===== config.mk =====
export PLATFORM = sky130hd
export DESIGN_NAME = mjs_ctrl
export DESIGN_NICKNAME = d
export VERILOG_FILES = /design/src/rtl/core/mjs_pkg.sv /design/src/rtl/core/mjs_ctrl.sv
export SDC_FILE = /design/constraint.sdc
export NUM_CORES = 1
export LEC_CHECK = 0
export BUFFER_PORTS_ARGS = -buffer_cell sky130_fd_sc_hd__buf_4
export CORE_ASPECT_RATIO = 1.5
export CORE_UTILIZATION = 40
export DETAILED_ROUTE_END_ITERATION = 16
export PLACE_DENSITY = 0.68
export SETUP_SLACK_MARGIN = 0.3
export SLEW_MARGIN = 20
export SYNTH_ARGS = -nofsm -noshare
export SYNTH_HDL_FRONTEND = slang
export SYNTH_SLANG_ARGS = --single-unit
export TNS_END_PERCENT = 100

===== constraint.sdc =====
create_clock -name clk -period 1.85 [get_ports clk]
set_clock_uncertainty 0.2 [all_clocks]
set_input_delay 0.37 -clock clk [delete_from_list [all_inputs] [get_ports clk]]
set_output_delay 0.37 -clock clk [all_outputs]
set_load 0.02 [all_outputs]

===== src/rtl/core/mjs_pkg.sv =====
// Shared types, codes and the ordering function of the job scheduler.
`default_nettype none
package mjs_pkg;

    localparam int NUM_CORES_DEF   = 8;
    localparam int QUEUE_DEPTH_DEF = 64;

    localparam int CFG_IDX_W  = 1;
    localparam int CFG_DATA_W = 4;

    localparam logic [CFG_IDX_W-1:0] CFG_SCHEME = 1'b0;
    localparam logic [CFG_IDX_W-1:0] CFG_CORES  = 1'b1;

    localparam logic [2:0] SCH_FCFS = 3'd0;
    localparam logic [2:0] SCH_SJF  = 3'd1;
    localparam logic [2:0] SCH_PSJF = 3'd2;
    localparam logic [2:0] SCH_PRI  = 3'd3;
    localparam logic [2:0] SCH_PPRI = 3'd4;
    localparam logic [2:0] SCH_RR   = 3'd5;

    localparam logic [1:0] MODE_ARRIVE = 2'd0;
    localparam logic [1:0] MODE_FINISH = 2'd1;
    localparam logic [1:0] MODE_EXPIRE = 2'd2;

    typedef struct packed {
        logic [15:0] id;
        logic [15:0] length;
        logic [15:0] left;
        logic [15:0] urgency;
        logic [31:0] arrival;
        logic [31:0] first;
        logic        started;
    } task_t;

    typedef enum logic [4:0] {
        OP_NONE,
        OP_LOAD,
        OP_AGE,
        OP_STAMP,
        OP_KCLR,
        OP_KINC,
        OP_PLACE_IDLE,
        OP_PREEMPT,
        OP_OVF,
        OP_INS_NEW,
        OP_INS_CI,
        OP_QPTR0,
        OP_QRD,
        OP_QINC,
        OP_SPTR_CNT,
        OP_SRD,
        OP_SWR,
        OP_INS_WR,
        OP_HOLD,
        OP_PWR,
        OP_POP_END,
        OP_MEAS,
        OP_ACCUM,
        OP_KEEP,
        OP_DISPATCH,
        OP_DONE
    } op_t;

    typedef enum logic [4:0] {
        ST_IDLE,
        ST_AGE,
        ST_BRANCH,
        ST_PSCAN,
        ST_ARR_QUEUE,
        ST_INS_START,
        ST_IS_RD,
        ST_IS_CMP,
        ST_SH_RD,
        ST_SH_WR,
        ST_EXP_RD,
        ST_EXP_CMP,
        ST_POP_RD,
        ST_POP_HEAD,
        ST_POP_LOOP,
        ST_POP_WR,
        ST_RETIRE,
        ST_ACCUM,
        ST_FIN_POP,
        ST_DISPATCH,
        ST_DONE
    } state_t;

    typedef struct packed {
        logic [1:0] mode;
        logic       ci_ok;
        logic       core_busy;
        logic       k_end;
        logic       idle_found;
        logic       preemptive;
        logic       pre_hit;
        logic       q_full;
        logic       q_empty;
        logic       qscan_end;
        logic       shift_end;
        logic       ins_hit;
        logic       keep_hit;
    } stat_t;

    // true when a goes strictly ahead of b under the given scheme
    function automatic logic precedes(logic [2:0] scheme, task_t a, task_t b);
        logic r;
        case (scheme) inside
            SCH_SJF, SCH_PSJF:
                r = (a.left != b.left) ? (a.left < b.left) : (a.arrival < b.arrival);
            SCH_PRI, SCH_PPRI:
                r = (a.urgency != b.urgency) ? (a.urgency < b.urgency)
                                             : (a.arrival < b.arrival);
            SCH_RR:
                r = 1'b0;
            default:
                r = a.arrival < b.arrival;
        endcase
        return r;
    endfunction

endpackage
`default_nettype wire


===== src/rtl/core/mjs_ctrl.sv =====
// Scheduler controller: sequences aging, placement, queue insert and pop.
`default_nettype none
module mjs_ctrl (
    input  wire logic           clk,
    input  wire logic           rst_n,
    input  wire logic           start,
    input  wire mjs_pkg::stat_t stat,
    output mjs_pkg::op_t        op,
    output logic                busy
);
    import mjs_pkg::*;

    state_t state_reg;
    state_t state_next;

    always_ff @(posedge clk or negedge rst_n)
    begin
        if (!rst_n)
        begin
            state_reg <= ST_IDLE;
        end
        else
        begin
            state_reg <= state_next;
        end
    end

    always_comb
    begin
        state_next = state_reg;
        op         = OP_NONE;
        unique case (state_reg)
            ST_IDLE:
            begin
                if (start)
                begin
                    op         = OP_LOAD;
                    state_next = ST_AGE;
                end
            end
            ST_AGE:
            begin
                if (stat.k_end)
                begin
                    op         = OP_STAMP;
                    state_next = ST_BRANCH;
                end
                else
                begin
                    op = OP_AGE;
                end
            end
            ST_BRANCH:
            begin
                if (stat.mode == MODE_ARRIVE)
                begin
                    if (stat.idle_found)
                    begin
                        op         = OP_PLACE_IDLE;
                        state_next = ST_DONE;
                    end
                    else if (stat.preemptive)
                    begin
                        op         = OP_KCLR;
                        state_next = ST_PSCAN;
                    end
                    else
                    begin
                        state_next = ST_ARR_QUEUE;
                    end
                end
                else if (stat.mode == MODE_FINISH && stat.ci_ok)
                begin
                    state_next = ST_RETIRE;
                end
                else if (stat.mode == MODE_EXPIRE && stat.ci_ok && stat.core_busy)
                begin
                    if (stat.q_empty)
                    begin
                        op         = OP_KEEP;
                        state_next = ST_DONE;
                    end
                    else
                    begin
                        op         = OP_QPTR0;
                        state_next = ST_EXP_RD;
                    end
                end
                else
                begin
                    state_next = ST_DONE;
                end
            end
            ST_PSCAN:
            begin
                if (stat.k_end)
                begin
                    state_next = ST_ARR_QUEUE;
                end
                else if (stat.pre_hit)
                begin
                    if (stat.q_full)
                    begin
                        op         = OP_OVF;
                        state_next = ST_DONE;
                    end
                    else
                    begin
                        op         = OP_PREEMPT;
                        state_next = ST_INS_START;
                    end
                end
                else
                begin
                    op = OP_KINC;
                end
            end
            ST_ARR_QUEUE:
            begin
                if (stat.q_full)
                begin
                    op         = OP_OVF;
                    state_next = ST_DONE;
                end
                else
                begin
                    op         = OP_INS_NEW;
                    state_next = ST_INS_START;
                end
            end
            ST_INS_START:
            begin
                // on expiry the running job is copied into the insert slot here
                op         = (stat.mode == MODE_EXPIRE) ? OP_INS_CI : OP_QPTR0;
                state_next = ST_IS_RD;
            end
            ST_IS_RD:
            begin
                if (stat.qscan_end)
                begin
                    op         = OP_SPTR_CNT;
                    state_next = ST_SH_RD;
                end
                else
                begin
                    op         = OP_QRD;
                    state_next = ST_IS_CMP;
                end
            end
            ST_IS_CMP:
            begin
                if (stat.ins_hit)
                begin
                    op         = OP_SPTR_CNT;
                    state_next = ST_SH_RD;
                end
                else
                begin
                    op         = OP_QINC;
                    state_next = ST_IS_RD;
                end
            end
            ST_SH_RD:
            begin
                if (stat.shift_end)
                begin
                    op         = OP_INS_WR;
                    state_next = (stat.mode == MODE_EXPIRE) ? ST_DISPATCH : ST_DONE;
                end
                else
                begin
                    op         = OP_SRD;
                    state_next = ST_SH_WR;
                end
            end
            ST_SH_WR:
            begin
                op         = OP_SWR;
                state_next = ST_SH_RD;
            end
            ST_EXP_RD:
            begin
                op         = OP_QRD;
                state_next = ST_EXP_CMP;
            end
            ST_EXP_CMP:
            begin
                if (stat.keep_hit)
                begin
                    op         = OP_KEEP;
                    state_next = ST_DONE;
                end
                else
                begin
                    op         = OP_QPTR0;
                    state_next = ST_POP_RD;
                end
            end
            ST_POP_RD:
            begin
                op         = OP_QRD;
                state_next = ST_POP_HEAD;
            end
            ST_POP_HEAD:
            begin
                op         = OP_HOLD;
                state_next = ST_POP_LOOP;
            end
            ST_POP_LOOP:
            begin
                if (stat.qscan_end)
                begin
                    op = OP_POP_END;
                    // expiry requeues the running job before the swap
                    state_next = (stat.mode == MODE_EXPIRE) ? ST_INS_START : ST_DISPATCH;
                end
                else
                begin
                    op         = OP_QRD;
                    state_next = ST_POP_WR;
                end
            end
            ST_POP_WR:
            begin
                op         = OP_PWR;
                state_next = ST_POP_LOOP;
            end
            ST_RETIRE:
            begin
                if (stat.core_busy)
                begin
                    op         = OP_MEAS;
                    state_next = ST_ACCUM;
                end
                else
                begin
                    state_next = ST_FIN_POP;
                end
            end
            ST_ACCUM:
            begin
                op         = OP_ACCUM;
                state_next = ST_FIN_POP;
            end
            ST_FIN_POP:
            begin
                if (stat.q_empty)
                begin
                    state_next = ST_DONE;
                end
                else
                begin
                    op         = OP_QPTR0;
                    state_next = ST_POP_RD;
                end
            end
            ST_DISPATCH:
            begin
                op         = OP_DISPATCH;
                state_next = ST_DONE;
            end
            ST_DONE:
            begin
                op         = OP_DONE;
                state_next = ST_IDLE;
            end
            default:
            begin
                state_next = ST_IDLE;
            end
        endcase
    end

    assign busy = state_reg != ST_IDLE;

endmodule
`default_nettype wire


==> flow_metrics.env <==
export IMPL_async_flop_share_pct=100.0
export IMPL_final_cells=308
export IMPL_cts_buffers=3
export IMPL_synthMuxAreaShare_pct=2.640
export IMPL_synth_cells=165
export IMPL_synthFlopType="dfrtp_1"
export IMPL_synth_seq_area_share_pct=10.56
export IMPL_synthXorXnorAreaFrac_pct=0
export IMPL_antenna_left=0
export IMPL_core_area_um2=2734
export IMPL_status="complete, but fails checks"
export IMPL_worstSkewPairLatency_ps=240
export IMPL_hold_start="stat[11]"
export IMPL_drive_above_1_share_pct=61.25
export IMPL_power_mw=4.163
export IMPL_min_period_over_period_pct=137.0
export IMPL_drv_cap=0
export IMPL_slew_violations=0
export IMPL_cts_tree="yes"
export IMPL_grt_start_max_net_pins=13
export IMPL_hold_end="state_reg[2]"
export IMPL_critPathMaxFanout=6
export IMPL_hold_viol=0
export IMPL_worst_hold_path_type="in2reg"
export IMPL_crit_required_ps=1280
export IMPL_dpl_hpwl_um=4510
export IMPL_min_path_cells=3
export IMPL_route_detailed_drc=0
export IMPL_clk_pin_slew_worst_paths_ps=30
export IMPL_synth_top_area_share_pct=10.56
export IMPL_gp_congestion=0.9847
export IMPL_placedCellCount=288
export IMPL_io_pins=23
export IMPL_timing_rr_end="state_reg[1]"
export IMPL_slew_headroom_pct=66.67
export IMPL_antenna_found_initial=0
export IMPL_ir_drop_uv=1047
export IMPL_violations="setup timing"
export IMPL_finalSetupViolCount=11
export IMPL_synth_compound_area_share_pct=31.68
export IMPL_r2r_cells=9
export IMPL_p_per_area_nw_per_um2=1709
export IMPL_synth_area_leader_cell="dfrtp_1"
export IMPL_yosys_area_share_simple_pct=45.20
export IMPL_cts_sinks=5
export IMPL_r2r_slack_ps=-350
export IMPL_yosys_warnings=0
export IMPL_synthDistinctLibCells=55
export IMPL_worst_pin_slew_ps=493.0
export IMPL_synth_edf_count=0
export IMPL_fin_util_pct=89.11
export IMPL_fmax_ghz=0.3945
export IMPL_reg2reg_from="state_reg[1]"
export IMPL_ys_top_cells_by_area="dfrtp_1, nor2b_1, buf_2"
export IMPL_h_tree_depth=1
export IMPL_dr_pass1_iters=6
export IMPL_clockBufferDepth=2
export IMPL_track_usage_pct=46.47
export IMPL_postRouteWirelength_um=7073
export IMPL_largest_reg_flops=5
export IMPL_crit_path_end_kind="output port"
export IMPL_fin_ws_ps=-685.0
export IMPL_yosys_top_cells_count="nor2b_1, buf_2, nand2_1, nor2_1, nand2b_1"
export IMPL_synth_top_family_by_area="simple AND/OR/NAND/NOR gates"
export IMPL_synth_avg_cell_area_um2=7.181
export IMPL_fillers=120
export IMPL_syn_nets=182
export IMPL_dr_first_iter_drc_count=171
export IMPL_grt_pass1_wl_um=10430
export IMPL_cp_start_kind="register"
export IMPL_ys_ff_latch=5
export IMPL_crit_start="state_reg[2]"
export IMPL_areaGrowthSynthToFinish_pct=105.6
export IMPL_synth_most_common_cell="nor2b_1"
export IMPL_tns_ps=-4653
export IMPL_start_util_pct=43.34
export IMPL_overflow=0
export IMPL_rsz0062_at_grt="true"
export IMPL_layout_nets=289
export IMPL_via_per_inst=6.633
export IMPL_portBuffers=22
export IMPL_die_w_um=46.44
export IMPL_arrival_ps=1970
export IMPL_yosys_area_share_adder_pct=0.8448
export IMPL_leakagePower_nw=1.058
export IMPL_grt_pass1_vias=2033
export IMPL_fp_dieH_um=68.66
export IMPL_die_area_um2=3188
export IMPL_synthesis_area_um2=1185
export IMPL_wl_per_cell_um=22.96
export IMPL_dp_slack_ps=-529.0
export IMPL_cts_root_buf="clkbuf_8"
export IMPL_rows=23
export IMPL_antenna_cells=0
export IMPL_vias=2043
export IMPL_critical_path_class="reg2out"
export IMPL_period_needed_ps=2535
==> cell type report <==
| cell class | count | area [um2] | share of cell area (%) |
|---|---|---|---|
| inverters | 4 | 18.77 | 0.7704 |
| repair buffers | 117 | 982.2 | 40.32 |
| multi-input cells | 141 | 1212 | 49.77 |
| clock buffers | 4 | 45.04 | 1.849 |
| flip-flops and latches | 5 | 131.4 | 5.393 |
| well taps | 37 | 46.29 | 1.900 |
==> metal layers <==
metal / vias up / GRT usage [%] / share of wire, %
li1: 858 / - / -
met1: 934 / 50.08 / 33
met2: 179 / 76.74 / 49
met3: 72 / 13.02 / 9.8
met4: 0 / 29.78 / 8.7
met5: - / 0 / 0
==> worst max path at each step <==
| stage | cells past startpoint | slack, ps | endpoint |
|---|---|---|---|
| after floorplan | 4 | -190 | op[2] |
| after global placement | 6 | -480 | op[2] |
| after detailed placement | 6 | -530 | op[2] |
| after CTS | 5 | -610 | op[2] |
| after global routing | 7 | -720 | op[2] |
| final | 7 | -690 | op[2] |
==> repair_timing <==
| item | in CTS | in global routing |
|---|---|---|
| pin swaps | 8 | 5 |
| hold endpoints to repair | 5 | 0 |
| hold buffers | 1 | 0 |
| buffers inserted | 13 | 2 |
| resized for setup | 41 | 24 |
| setup endpoints to repair | 11 | 11 |
==> cell families after synthesis <==
family,count (synthesis)
simple gates,88
compound gates,49
buf+inv,19
flops,5
mux,3
fa+ha+maj,1
==> stage by stage <==
step,hold slack (ps),instance area (um2)
after floorplan,-125.6,1335
after global placement,-26.92,1994
after detailed placement,-25.99,1994
after CTS,289.5,2322
after global routing,312.6,2436
final,300.4,2436
==> critical path: stages, from the launching register on <==
cell     delay, ps
dfrtp_2        430
buf_6          140
buf_6          110
nor2_2          40
o211a_1        110
a221o_1        260
or4b_4         490
buf_6          150
==> cells in the final DEF, fill, tap and decap left out, types with 3 or more instances in the layout <==
| cell | synthesis | final |
|---|---|---|
| nand2b_1 | 8 | 6 |
| nand2_1 | 11 | 10 |
| nor3b_1 | 4 | 3 |
| nor2b_1 | 13 | 12 |
| o21ai_0 | 7 | 5 |
| a21oi_2 | 0 | 3 |
| a31oi_1 | 4 | 3 |
| buf_6 | 2 | 25 |
| and2_1 | 3 | 3 |
| nand3b_1 | 3 | 3 |
| buf_4 | 2 | 90 |
| nor3_2 | 1 | 4 |
| o21ai_1 | 1 | 3 |
| dfrtp_2 | 0 | 5 |
| clkbuf_8 | 0 | 3 |
| inv_1 | 4 | 3 |
| o32a_1 | 4 | 4 |
| nor2_1 | 11 | 9 |
| nand3_1 | 7 | 6 |
==> power by group <==
part | total, mW | switching (mW) | internal, mW
clock network | 0.214 | 0.0656 | 0.149
logic | 3.67 | 1.77 | 1.90
registers | 0.278 | 0.109 | 0.169
Note: power is estimated with default switching activity, not from simulation.
